**src/hw/rtl/sle_pkg.sv**
```systemverilog
// shared types and constants for the serial line editor
`default_nettype none

package sle_pkg;

   localparam int BYTE_W    = 8;
   localparam int LIMIT_W   = 6;
   localparam int LEN_OUT_W = 5;
   localparam int KIND_W    = 2;

   localparam logic [BYTE_W-1:0] CH_CR          = 8'h0D;
   localparam logic [BYTE_W-1:0] CH_LF          = 8'h0A;
   localparam logic [BYTE_W-1:0] CH_BS          = 8'h08;
   localparam logic [BYTE_W-1:0] CH_DEL         = 8'h7F;
   localparam logic [BYTE_W-1:0] CH_SPACE       = 8'h20;
   localparam logic [BYTE_W-1:0] CH_TELNET      = 8'hFF;
   localparam logic [BYTE_W-1:0] CH_FIRST_PRINT = 8'd32;

   localparam logic [KIND_W-1:0] KIND_ECHO = 2'd0;
   localparam logic [KIND_W-1:0] KIND_LINE = 2'd1;
   localparam logic [KIND_W-1:0] KIND_END  = 2'd2;
   localparam logic [KIND_W-1:0] KIND_EXIT = 2'd3;

   localparam logic [BYTE_W-1:0]  EXIT_A_RESET     = 8'd0;
   localparam logic [BYTE_W-1:0]  EXIT_B_RESET     = 8'd1;
   localparam logic [BYTE_W-1:0]  EXIT_C_RESET     = 8'd16;
   localparam logic [LIMIT_W-1:0] LINE_LIMIT_RESET = 6'd32;
   localparam logic [LIMIT_W-1:0] LIMIT_FLOOR      = 6'd2;
   localparam logic [1:0]         SKIP_TELNET      = 2'd2;

   typedef enum logic [1:0] {
      CSR_EXIT_A     = 2'd0,
      CSR_EXIT_B     = 2'd1,
      CSR_EXIT_C     = 2'd2,
      CSR_LINE_LIMIT = 2'd3
   } csr_idx_type;

   // what a received byte asks for
   typedef enum logic [2:0] {
      CLS_NONE  = 3'd0,
      CLS_EXIT  = 3'd1,
      CLS_ERASE = 3'd2,
      CLS_CR    = 3'd3,
      CLS_STORE = 3'd4,
      CLS_FULL  = 3'd5
   } cls_type;

   // source of the next result
   typedef enum logic [2:0] {
      SEL_EXIT = 3'd0,
      SEL_BS   = 3'd1,
      SEL_SP   = 3'd2,
      SEL_CR   = 3'd3,
      SEL_LF   = 3'd4,
      SEL_ECHO = 3'd5,
      SEL_LINE = 3'd6,
      SEL_END  = 3'd7
   } sel_type;

   typedef struct packed {
      logic    accept;
      logic    out_load;
      sel_type out_sel;
      logic    out_final;
      logic    rd_first;
      logic    rd_next;
   } cmd_type;

   typedef struct packed {
      cls_type cls;
      logic    out_free;
      logic    len_zero;
      logic    line_last;
   } status_type;

endpackage

`default_nettype wire

```
**src/hw/rtl/sle_req_if.sv**
```systemverilog
// received byte channel
`default_nettype none

interface sle_req_if;
   import sle_pkg::*;

   logic              valid;
   logic              ready;
   logic [BYTE_W-1:0] rx_byte;

   modport source (output valid, output rx_byte, input ready);
   modport sink   (input valid, input rx_byte, output ready);
endinterface

`default_nettype wire

```
**src/hw/rtl/sle_rsp_if.sv**
```systemverilog
// result channel
`default_nettype none

interface sle_rsp_if;
   import sle_pkg::*;

   logic                 valid;
   logic                 ready;
   logic [KIND_W-1:0]    result_kind;
   logic [BYTE_W-1:0]    result_byte;
   logic [LEN_OUT_W-1:0] line_length;
   logic                 final_of_run;

   modport source (output valid, output result_kind, output result_byte,
                   output line_length, output final_of_run, input ready);
   modport sink   (input valid, input result_kind, input result_byte,
                   input line_length, input final_of_run, output ready);
endinterface

`default_nettype wire

```
**src/hw/rtl/serial_line_editor.sv**
```systemverilog
// serial line editor top level
//
//   port     dir  transfer on         carries
//   req_if   in   valid && ready      rx_byte
//   rsp_if   out  valid && ready      result_kind, result_byte, line_length, final_of_run
//   csr_*    in   csr_we              csr_index, csr_wdata
//
// a byte is taken, then its results leave at one per cycle while rsp_if
// does not stall, through the result register: up to 34 results (CR on a
// full line); line bytes come from the line store, read one entry ahead
// bytes that yield no result free the input again in the next cycle
// req_if.ready is high while the sequencer is idle, even if the last result
// waits in the result register; a stall on rsp_if holds the sequencer
// synchronous reset clears the counters, settings and result valid; no clearing pass
`default_nettype none

module serial_line_editor
   import sle_pkg::*;
#(
   parameter int LINE_LEN = 32
) (
   input  wire logic              clock,
   input  wire logic              reset,
   sle_req_if.sink                req_if,
   sle_rsp_if.source              rsp_if,
   input  wire logic              csr_we,
   input  wire logic [1:0]        csr_index,
   input  wire logic [BYTE_W-1:0] csr_wdata
);

   cmd_type    cmd;
   status_type status;
   logic       in_ready;

   sle_ctrl u_ctrl (
      .clock    (clock),
      .reset    (reset),
      .in_valid (req_if.valid),
      .in_ready (in_ready),
      .status   (status),
      .cmd      (cmd)
   );

   sle_dp #(
      .LINE_LEN (LINE_LEN)
   ) u_dp (
      .clock     (clock),
      .reset     (reset),
      .csr_we    (csr_we),
      .csr_index (csr_index),
      .csr_wdata (csr_wdata),
      .rx_byte   (req_if.rx_byte),
      .cmd       (cmd),
      .status    (status),
      .out_valid (rsp_if.valid),
      .out_ready (rsp_if.ready),
      .out_kind  (rsp_if.result_kind),
      .out_byte  (rsp_if.result_byte),
      .out_len   (rsp_if.line_length),
      .out_final (rsp_if.final_of_run)
   );

   assign req_if.ready = in_ready;

   // a line end always closes the run of its byte
   a_end_is_final: assert property (@(posedge clock) disable iff (reset)
      rsp_if.valid && rsp_if.result_kind == KIND_END |-> rsp_if.final_of_run)
      else $error("line end without final flag");

   // length is reported only on a line end
   a_len_only_on_end: assert property (@(posedge clock) disable iff (reset)
      rsp_if.valid && rsp_if.result_kind != KIND_END |-> rsp_if.line_length == '0)
      else $error("line length outside line end");

   // a byte with results blocks the input while they are sent
   a_busy_after_accept: assert property (@(posedge clock) disable iff (reset)
      req_if.valid && req_if.ready && status.cls != CLS_NONE |=> !req_if.ready)
      else $error("input taken while results pending");

   // a result is only loaded while the input is closed
   a_no_load_in_idle: assert property (@(posedge clock) disable iff (reset)
      in_ready |-> !cmd.out_load)
      else $error("result loaded while idle");

endmodule

`default_nettype wire

```
**src/hw/rtl/sle_ctrl.sv**
```systemverilog
// result sequencer state machine
`default_nettype none

module sle_ctrl
   import sle_pkg::*;
(
   input  wire logic       clock,
   input  wire logic       reset,
   input  wire logic       in_valid,
   output logic            in_ready,
   input  wire status_type status,
   output cmd_type         cmd
);

   typedef enum logic [10:0] {
      ST_IDLE  = 11'b000_0000_0001,
      ST_EXIT  = 11'b000_0000_0010,
      ST_BS1   = 11'b000_0000_0100,
      ST_SP    = 11'b000_0000_1000,
      ST_BS2   = 11'b000_0001_0000,
      ST_CR    = 11'b000_0010_0000,
      ST_LF    = 11'b000_0100_0000,
      ST_ECHO  = 11'b000_1000_0000,
      ST_ECHOF = 11'b001_0000_0000,
      ST_LINE  = 11'b010_0000_0000,
      ST_END   = 11'b100_0000_0000
   } state_type;

   state_type state_ff, state_in;

   always_ff @(posedge clock) begin
      if (reset) begin
         state_ff <= ST_IDLE;
      end else begin
         state_ff <= state_in;
      end
   end

   always_comb begin
      state_in      = state_ff;
      in_ready      = 1'b0;
      cmd.accept    = 1'b0;
      cmd.out_load  = 1'b0;
      cmd.out_sel   = SEL_ECHO;
      cmd.out_final = 1'b0;
      cmd.rd_first  = 1'b0;
      cmd.rd_next   = 1'b0;
      unique case (state_ff)
         ST_IDLE: begin
            in_ready = 1'b1;
            if (in_valid) begin
               cmd.accept = 1'b1;
               unique case (status.cls)
                  CLS_EXIT:  state_in = ST_EXIT;
                  CLS_ERASE: state_in = ST_BS1;
                  CLS_CR:    state_in = ST_CR;
                  CLS_STORE: state_in = ST_ECHO;
                  CLS_FULL:  state_in = ST_ECHOF;
                  default:   state_in = ST_IDLE;
               endcase
            end
         end
         ST_EXIT: begin
            cmd.out_sel   = SEL_EXIT;
            cmd.out_final = 1'b1;
            if (status.out_free) begin
               cmd.out_load = 1'b1;
               state_in     = ST_IDLE;
            end
         end
         ST_BS1: begin
            cmd.out_sel = SEL_BS;
            if (status.out_free) begin
               cmd.out_load = 1'b1;
               state_in     = ST_SP;
            end
         end
         ST_SP: begin
            cmd.out_sel = SEL_SP;
            if (status.out_free) begin
               cmd.out_load = 1'b1;
               state_in     = ST_BS2;
            end
         end
         ST_BS2: begin
            cmd.out_sel   = SEL_BS;
            cmd.out_final = 1'b1;
            if (status.out_free) begin
               cmd.out_load = 1'b1;
               state_in     = ST_IDLE;
            end
         end
         ST_CR: begin
            cmd.out_sel = SEL_CR;
            if (status.out_free) begin
               cmd.out_load = 1'b1;
               state_in     = ST_LF;
            end
         end
         ST_LF: begin
            cmd.out_sel = SEL_LF;
            if (status.out_free) begin
               // fetch the first stored byte alongside the last echo
               cmd.out_load = 1'b1;
               cmd.rd_first = 1'b1;
               state_in     = status.len_zero ? ST_END : ST_LINE;
            end
         end
         ST_ECHO: begin
            cmd.out_sel   = SEL_ECHO;
            cmd.out_final = 1'b1;
            if (status.out_free) begin
               cmd.out_load = 1'b1;
               state_in     = ST_IDLE;
            end
         end
         ST_ECHOF: begin
            cmd.out_sel = SEL_ECHO;
            if (status.out_free) begin
               cmd.out_load = 1'b1;
               cmd.rd_first = 1'b1;
               state_in     = status.len_zero ? ST_END : ST_LINE;
            end
         end
         ST_LINE: begin
            cmd.out_sel = SEL_LINE;
            if (status.out_free) begin
               cmd.out_load = 1'b1;
               cmd.rd_next  = 1'b1;
               state_in     = status.line_last ? ST_END : ST_LINE;
            end
         end
         ST_END: begin
            cmd.out_sel   = SEL_END;
            cmd.out_final = 1'b1;
            if (status.out_free) begin
               cmd.out_load = 1'b1;
               state_in     = ST_IDLE;
            end
         end
         default: begin
            state_in = ST_IDLE;
         end
      endcase
   end

endmodule

`default_nettype wire

```
**src/hw/rtl/sle_dp.sv**
```systemverilog
// line editor datapath: registers, line store, counters and result register
`default_nettype none

module sle_dp
   import sle_pkg::*;
#(
   parameter int LINE_LEN = 32
) (
   input  wire logic                 clock,
   input  wire logic                 reset,
   input  wire logic                 csr_we,
   input  wire logic [1:0]           csr_index,
   input  wire logic [BYTE_W-1:0]    csr_wdata,
   input  wire logic [BYTE_W-1:0]    rx_byte,
   input  wire cmd_type              cmd,
   output status_type                status,
   output logic                      out_valid,
   input  wire logic                 out_ready,
   output logic [KIND_W-1:0]         out_kind,
   output logic [BYTE_W-1:0]         out_byte,
   output logic [LEN_OUT_W-1:0]      out_len,
   output logic                      out_final
);

   localparam int IDX_W = (LINE_LEN > 2) ? $clog2(LINE_LEN) : 1;
   localparam logic [LIMIT_W-1:0] LIM_MAX = LIMIT_W'(LINE_LEN);

   logic [BYTE_W-1:0]  exit_a_ff, exit_b_ff, exit_c_ff;
   logic [LIMIT_W-1:0] limit_ff;
   logic [IDX_W-1:0]   fill_ff, fill_in;
   logic [1:0]         skip_ff, skip_in;
   logic [IDX_W-1:0]   len_ff, len_in;
   logic [IDX_W-1:0]   k_ff;
   logic [BYTE_W-1:0]  byte_ff;
   logic [BYTE_W-1:0]  rd_data_ff;
   logic [BYTE_W-1:0]  line_mem [LINE_LEN];

   logic               rsp_valid_ff;
   logic [KIND_W-1:0]  rsp_kind_ff, rsp_kind_in;
   logic [BYTE_W-1:0]  rsp_byte_ff, rsp_byte_in;
   logic [LEN_OUT_W-1:0] rsp_len_ff, rsp_len_in;
   logic               rsp_final_ff;

   logic [LIMIT_W-1:0] lim, held, fill_w, len_w;
   logic               is_telnet;
   logic               mem_we, mem_re;
   logic [IDX_W-1:0]   rd_addr;
   logic [IDX_W:0]     k_plus;
   cls_type            cls;

   // held bytes allowed with the limit clamped to the buffer
   always_comb begin
      lim = limit_ff;
      if (lim < LIMIT_FLOOR) begin
         lim = LIMIT_FLOOR;
      end else if (lim > LIM_MAX) begin
         lim = LIM_MAX;
      end
      held   = lim - LIMIT_W'(1);
      fill_w = LIMIT_W'(fill_ff);
      len_w  = (fill_w > held) ? held : fill_w;
   end

   always_comb begin
      is_telnet = 1'b0;
      priority if (skip_ff != 2'd0) begin
         cls = CLS_NONE;
      end else if (rx_byte == exit_a_ff || rx_byte == exit_b_ff || rx_byte == exit_c_ff) begin
         cls = CLS_EXIT;
      end else if ((rx_byte == CH_BS || rx_byte == CH_DEL) && fill_ff != '0) begin
         cls = CLS_ERASE;
      end else if (rx_byte == CH_CR) begin
         cls = CLS_CR;
      end else if (rx_byte < CH_FIRST_PRINT || rx_byte == CH_DEL) begin
         cls = CLS_NONE;
      end else if (rx_byte == CH_TELNET) begin
         cls       = CLS_NONE;
         is_telnet = 1'b1;
      end else if (fill_w < held) begin
         cls = CLS_STORE;
      end else begin
         cls = CLS_FULL;
      end
   end

   always_comb begin
      fill_in = fill_ff;
      skip_in = skip_ff;
      len_in  = len_ff;
      mem_we  = 1'b0;
      if (cmd.accept) begin
         if (skip_ff != 2'd0) begin
            skip_in = skip_ff - 2'd1;
         end else if (is_telnet) begin
            skip_in = SKIP_TELNET;
         end
         unique case (cls)
            CLS_EXIT:  fill_in = '0;
            CLS_ERASE: fill_in = fill_ff - IDX_W'(1);
            CLS_STORE: begin
               fill_in = fill_ff + IDX_W'(1);
               mem_we  = 1'b1;
            end
            CLS_CR, CLS_FULL: begin
               len_in  = IDX_W'(len_w);
               fill_in = '0;
            end
            default: begin
               fill_in = fill_ff;
            end
         endcase
      end
   end

   always_ff @(posedge clock) begin
      if (reset) begin
         exit_a_ff <= EXIT_A_RESET;
         exit_b_ff <= EXIT_B_RESET;
         exit_c_ff <= EXIT_C_RESET;
         limit_ff  <= LINE_LIMIT_RESET;
         fill_ff   <= '0;
         skip_ff   <= '0;
      end else begin
         fill_ff <= fill_in;
         skip_ff <= skip_in;
         if (csr_we) begin
            unique case (csr_idx_type'(csr_index))
               CSR_EXIT_A:     exit_a_ff <= csr_wdata;
               CSR_EXIT_B:     exit_b_ff <= csr_wdata;
               CSR_EXIT_C:     exit_c_ff <= csr_wdata;
               CSR_LINE_LIMIT: limit_ff  <= csr_wdata[LIMIT_W-1:0];
               default:        limit_ff  <= limit_ff;
            endcase
         end
      end
   end

   always_ff @(posedge clock) begin
      len_ff <= len_in;
      if (cmd.accept) begin
         byte_ff <= rx_byte;
      end
   end

   // line read pointer, one byte ahead of the result register
   assign k_plus  = {1'b0, k_ff} + (IDX_W+1)'(1);
   assign rd_addr = cmd.rd_first ? '0 : k_plus[IDX_W-1:0];
   assign mem_re  = cmd.rd_first | cmd.rd_next;

   always_ff @(posedge clock) begin
      if (reset) begin
         k_ff <= '0;
      end else if (cmd.rd_first) begin
         k_ff <= '0;
      end else if (cmd.rd_next) begin
         k_ff <= k_plus[IDX_W-1:0];
      end
   end

   always_ff @(posedge clock) begin
      if (mem_we) begin
         line_mem[fill_ff] <= rx_byte;
      end
      if (mem_re) begin
         rd_data_ff <= line_mem[rd_addr];
      end
   end

   always_comb begin
      rsp_len_in = '0;
      unique case (cmd.out_sel)
         SEL_EXIT: begin
            rsp_kind_in = KIND_EXIT;
            rsp_byte_in = byte_ff;
         end
         SEL_BS: begin
            rsp_kind_in = KIND_ECHO;
            rsp_byte_in = CH_BS;
         end
         SEL_SP: begin
            rsp_kind_in = KIND_ECHO;
            rsp_byte_in = CH_SPACE;
         end
         SEL_CR: begin
            rsp_kind_in = KIND_ECHO;
            rsp_byte_in = CH_CR;
         end
         SEL_LF: begin
            rsp_kind_in = KIND_ECHO;
            rsp_byte_in = CH_LF;
         end
         SEL_ECHO: begin
            rsp_kind_in = KIND_ECHO;
            rsp_byte_in = byte_ff;
         end
         SEL_LINE: begin
            rsp_kind_in = KIND_LINE;
            rsp_byte_in = rd_data_ff;
         end
         SEL_END: begin
            rsp_kind_in = KIND_END;
            rsp_byte_in = '0;
            rsp_len_in  = LEN_OUT_W'(len_ff);
         end
         default: begin
            rsp_kind_in = KIND_ECHO;
            rsp_byte_in = '0;
         end
      endcase
   end

   always_ff @(posedge clock) begin
      if (reset) begin
         rsp_valid_ff <= 1'b0;
      end else if (cmd.out_load) begin
         rsp_valid_ff <= 1'b1;
      end else if (out_ready) begin
         rsp_valid_ff <= 1'b0;
      end
   end

   always_ff @(posedge clock) begin
      if (cmd.out_load) begin
         rsp_kind_ff  <= rsp_kind_in;
         rsp_byte_ff  <= rsp_byte_in;
         rsp_len_ff   <= rsp_len_in;
         rsp_final_ff <= cmd.out_final;
      end
   end

   assign status.cls       = cls;
   assign status.out_free  = ~rsp_valid_ff | out_ready;
   assign status.len_zero  = (len_ff == '0);
   assign status.line_last = (k_plus == {1'b0, len_ff});

   assign out_valid = rsp_valid_ff;
   assign out_kind  = rsp_kind_ff;
   assign out_byte  = rsp_byte_ff;
   assign out_len   = rsp_len_ff;
   assign out_final = rsp_final_ff;

endmodule

`default_nettype wire

```
**src/flat_wrapper.sv**
```systemverilog
// flat-port wrapper written by rule: the top's interface ports become plain ports
module serial_line_editor_flat import sle_pkg::*;
#(
   parameter int LINE_LEN = 32
)
  (clock, reset, csr_we, csr_index, csr_wdata, req_if_valid, req_if_rx_byte, req_if_ready, rsp_if_valid, rsp_if_result_kind, rsp_if_result_byte, rsp_if_line_length, rsp_if_final_of_run, rsp_if_ready);
  sle_req_if req_if_i ();
  sle_rsp_if rsp_if_i ();
  input  wire logic clock;
  input  wire logic reset;
  input  wire logic csr_we;
  input  wire logic [1:0] csr_index;
  input  wire logic [BYTE_W-1:0] csr_wdata;
  input wire logic [$bits(req_if_i.valid)-1:0] req_if_valid;
  input wire logic [$bits(req_if_i.rx_byte)-1:0] req_if_rx_byte;
  output wire logic [$bits(req_if_i.ready)-1:0] req_if_ready;
  output wire logic [$bits(rsp_if_i.valid)-1:0] rsp_if_valid;
  output wire logic [$bits(rsp_if_i.result_kind)-1:0] rsp_if_result_kind;
  output wire logic [$bits(rsp_if_i.result_byte)-1:0] rsp_if_result_byte;
  output wire logic [$bits(rsp_if_i.line_length)-1:0] rsp_if_line_length;
  output wire logic [$bits(rsp_if_i.final_of_run)-1:0] rsp_if_final_of_run;
  input wire logic [$bits(rsp_if_i.ready)-1:0] rsp_if_ready;
  assign req_if_i.valid = req_if_valid;
  assign req_if_i.rx_byte = req_if_rx_byte;
  assign req_if_ready = req_if_i.ready;
  assign rsp_if_valid = rsp_if_i.valid;
  assign rsp_if_result_kind = rsp_if_i.result_kind;
  assign rsp_if_result_byte = rsp_if_i.result_byte;
  assign rsp_if_line_length = rsp_if_i.line_length;
  assign rsp_if_final_of_run = rsp_if_i.final_of_run;
  assign rsp_if_i.ready = rsp_if_ready;
  serial_line_editor #(.LINE_LEN(LINE_LEN)) u_core (.clock(clock), .reset(reset), .req_if(req_if_i), .rsp_if(rsp_if_i), .csr_we(csr_we), .csr_index(csr_index), .csr_wdata(csr_wdata));
endmodule
```
**config.mk**
```make
export PLATFORM = sky130hd
export DESIGN_NAME = serial_line_editor_flat
export DESIGN_NICKNAME = d
export VERILOG_FILES = /design/src/hw/rtl/sle_pkg.sv /design/src/hw/rtl/sle_req_if.sv /design/src/hw/rtl/sle_rsp_if.sv /design/src/hw/rtl/serial_line_editor.sv /design/src/hw/rtl/sle_ctrl.sv /design/src/hw/rtl/sle_dp.sv /design/src/flat_wrapper.sv
export SDC_FILE = /design/constraint.sdc
export NUM_CORES = 1
export LEC_CHECK = 0
export ABC_AREA = 0
export BUFFER_PORTS_ARGS = -buffer_cell sky130_fd_sc_hd__buf_4
export CAP_MARGIN = 10
export CORE_UTILIZATION = 55
export DETAILED_ROUTE_END_ITERATION = 6
export GPL_ROUTABILITY_DRIVEN = 1
export PLACE_DENSITY = 0.72
export SYNTH_ARGS = -nofsm -noshare
export SYNTH_HDL_FRONTEND = slang
export SYNTH_SLANG_ARGS = --single-unit
export TNS_END_PERCENT = 1
```
**constraint.sdc**
```tcl
create_clock -name clock -period 5.2 [get_ports clock]
set_clock_uncertainty 0.2 [all_clocks]
set_input_delay 0.26 -clock clock [delete_from_list [all_inputs] [get_ports clock]]
set_output_delay 0.26 -clock clock [all_outputs]
set_load 0.01 [all_outputs]
```
==> metrics.yaml <==
drt_iter0_drc: 1000
dr.pass1.iters: 7
cpPeakStageDelay_ns: 0.53
period_share: 0.941
clockRootBuffer: "clkbuf_16"
die_x_um: 167
fillCellCount: 1984
ys_types: 72
cp_slowest_cell: "fa_1"
dp_hpwl_um: 22900
start_kind: "flip-flop"
cts_sinks: 347
die_h_um: 167
die-area_sq_mm: 0.0278
p_leak_uw: 0.00571
synthSimpleGateAreaFrac: 0.117
cp_cell_sequence: "or4_1, nand3b_1, ha_1, nor3b_1, o31a_1, ha_1, and3_1, o21ai_0, a21oi_1, a21oi_1, nand3_1, fa_1, a21o_1, a21oi_1, xnor2_1, or4b_1, a31oi_1"
pre_cts_ws_ns: 0.393
hold_class: "input pin to flip-flop"
worst_ep_arrival_time_ns: 5.13
overflow: 0
rsz0062_at_grt: "no"
endpoint_kind: "flip-flop"
drcViolationCount: 0
crit_fanout: 7
status: "finished, final reports clean"
initial_utilization: 0.566
final_nets: 1240
drt-vias-per-instance: 6.31
ctsResizeCount: 0
crit_family: "simple AND/OR/NAND/NOR gates"
synthAdderAreaFrac: 0.0106
synthToLayoutAreaGrowth_pct: 13.0
ant_nets: 0
drv_cap: 0
drt-wirelength-per-cell_um: 23.1
gp_congestion: 0.874
cts_buffers: 37
io_buffers: 40
synth_top_family_by_area: "simple AND/OR/NAND/NOR gates"
cp_common_cell: "a21oi_1"
cts.reportedPaths.clkPinSlew_ns: 0.06
final.min_clock_period_ns: 4.90
timing.final.hold_violations: 0
utilization: 0.640
n_antenna_cell: 0
fmax_mhz: 204
synth-async-reset-ratio: 0
ys_seq_area_frac: 0.662
vias: 9894
synth-compound-area-share: 0.110
grtUsageTotal: 0.260
worstSetupPathType: "flip-flop to flip-flop"
synth.area.mux_share: 0.0526
relSlewSlack: 0.127
p_per_area_mw_per_mm2: 351
wirelength_um: 36200
first_global_vias: 9523
synth_nets: 1195
drive_gt1_frac: 0.128
ioPinCount: 41
synth_xor_area_frac: 0.0247
grt_max_degree: 68
crit_required_ns: 5.44
clk_latency_ns: 0.52
setup-tns-final_ns: 0
synth-edff-count: 293
netlist_instances: 1160
clock_path_buffers: 3
core_sq_mm: 0.0264
fin_ws_ns: 0.304
worst_pin_slew_ns: 1.31
critical_path_buf_inv_count: 0
ir_worst_vdd_v: 0.000291
setup_viol: 0
grt_pass1_wl_um: 54700
antenna_found_initial: 1
synth-seq-cells: 347
finalMaxSlewViolations: 0
synth-warning-count: 0
ys.flop_type: "edfxtp_1"
num_rows: 59
cts_tree: "done"
netlist_area_sq_mm: 0.0149
syn-mean-instance-area_sq_um: 12.9
htreeDepth: 2
[worst reg2reg max path, stage by stage (launching register included)]
cell	delay (ns)
dfxtp_1	0.35
or4_1	0.50
nand3b_1	0.19
ha_1	0.23
nor3b_1	0.22
o31a_1	0.17
ha_1	0.24
and3_1	0.18
o21ai_0	0.12
a21oi_1	0.08
a21oi_1	0.38
nand3_1	0.28
fa_1	0.53
a21o_1	0.20
a21oi_1	0.19
xnor2_1	0.12
or4b_1	0.49
a31oi_1	0.17
[layer usage]
layer | global-route usage | vias up | part of all wire
met5 | 0 | - | 0.00036
met4 | 0.0954 | 2 | 0.036
met3 | 0.0494 | 91 | 0.084
met2 | 0.421 | 529 | 0.47
met1 | 0.352 | 4801 | 0.41
li1 | - | 4471 | -
[placed cells by master, fill, tap and decap left out, types with 9 or more instances in the layout]
master / count
xor2_1: 10
inv_1: 13
nand3b_1: 9
xnor2_1: 30
a21oi_1: 55
nand2b_1: 9
buf_4: 62
o22ai_1: 18
nand3_1: 19
dfxtp_1: 53
mux2i_1: 39
nor2b_1: 14
nand4_1: 15
ha_1: 11
o221ai_1: 10
dlygate4sd3_1: 12
nand2_1: 92
edfxtp_1: 293
mux4_2: 16
a311oi_1: 10
nor3_1: 20
o21ai_0: 82
a31oi_1: 10
nor2_1: 144
and3_1: 9
clkbuf_16: 39
[path summary, 6_finish.rpt]
| check | startpoint | to | slack [ns] | cells past startpoint |
|---|---|---|---|---|
| setup / recovery | u_core.u_dp.limit_ff[2] | u_core.u_dp.fill_ff[4] | 0.30 | 17 |
| hold / removal | reset | u_core.u_dp.limit_ff[4] | 0.04 | 2 |
| setup reg to reg | u_core.u_dp.limit_ff[2] | u_core.u_dp.fill_ff[4] | 0.30 | 17 |
| hold reg to reg | u_core.u_dp.exit_c_ff[2] | u_core.u_dp.exit_c_ff[2] | 0.27 | 2 |
[state kept, by name (all words and copies together), names as in the netlist]
name and cells:
u_core.u_dp.len_ff 5, u_core.u_dp.out_byte 8, u_core.u_dp.k_ff 5, u_core.u_dp.rd_data_ff 8, u_core.u_dp.exit_b_ff 8, u_core.u_dp.exit_a_ff 8
u_core.u_dp.line_mem 256, u_core.u_dp.byte_ff 8, u_core.u_dp.limit_ff 6, u_core.u_dp.exit_c_ff 8, u_core.u_dp.skip_ff 2, u_core.u_dp.out_final 1
u_core.u_ctrl.state_ff 11, u_core.u_dp.out_len 5, u_core.u_dp.out_kind 2, u_core.u_dp.out_valid 1, u_core.u_dp.fill_ff 5
[final cells by class]
class / instances / area [sq um] / area share
clock buffer: 47 / 1010 / 0.0596
clock inverter: 20 / 180 / 0.0107
inverter: 15 / 56.3 / 0.00334
multi-input combinational: 730 / 4740 / 0.281
sequential: 347 / 9880 / 0.586
tap: 335 / 419 / 0.0249
timing repair buffer: 74 / 586 / 0.0347
[metrics by stage]
step	hold slack (ns)	instance area [sq um]	power, uW	std cells
finish	0.0370	16900	5930	1568
global route	0.0480	16900	6080	1568
CTS	0.0240	16900	5950	1567
detailed placement	0.261	15600	3410	1488
global placement	0.255	15600	3410	1488
floorplan	0.159	14900	3290	1160
[report_power, final]
part / total [uW] / switching (uW) / internal (uW)
Sequential: 3090 / 28.9 / 3060
Combinational: 280 / 186 / 93.6
Clock: 2560 / 1040 / 1520
Total: 5930 / 1250 / 4670
[logic make-up after synthesis]
family | count (synthesis)
simple gates | 369
flops | 347
compound gates | 249
buf+inv | 83
mux | 58
xor+xnor | 42
fa+ha+maj | 12
[cells in the mapped netlist (11+ instances only)]
cell | n | share of area
a21oi_1 | 55 | 0.018
clkbuf_1 | 51 | 0.013
dfxtp_1 | 54 | 0.072
edfxtp_1 | 293 | 0.59
ha_1 | 11 | 0.0092
inv_1 | 13 | 0.0033
mux2i_1 | 39 | 0.026
mux4_2 | 16 | 0.024
nand2_1 | 92 | 0.023
nand3_1 | 19 | 0.0064
nand4_1 | 15 | 0.0063
nor2_1 | 144 | 0.036
nor2b_1 | 14 | 0.0059
nor3_1 | 20 | 0.0067
o21ai_0 | 82 | 0.028
o22ai_1 | 18 | 0.0075
xnor2_1 | 31 | 0.018
xor2_1 | 11 | 0.0065
[what timing repair did]
action	in CTS	in global routing
endpoints found under the hold margin	39	0
hold buffers	12	0
setup buffers	0	0
Power figures use the tool's default switching activity.
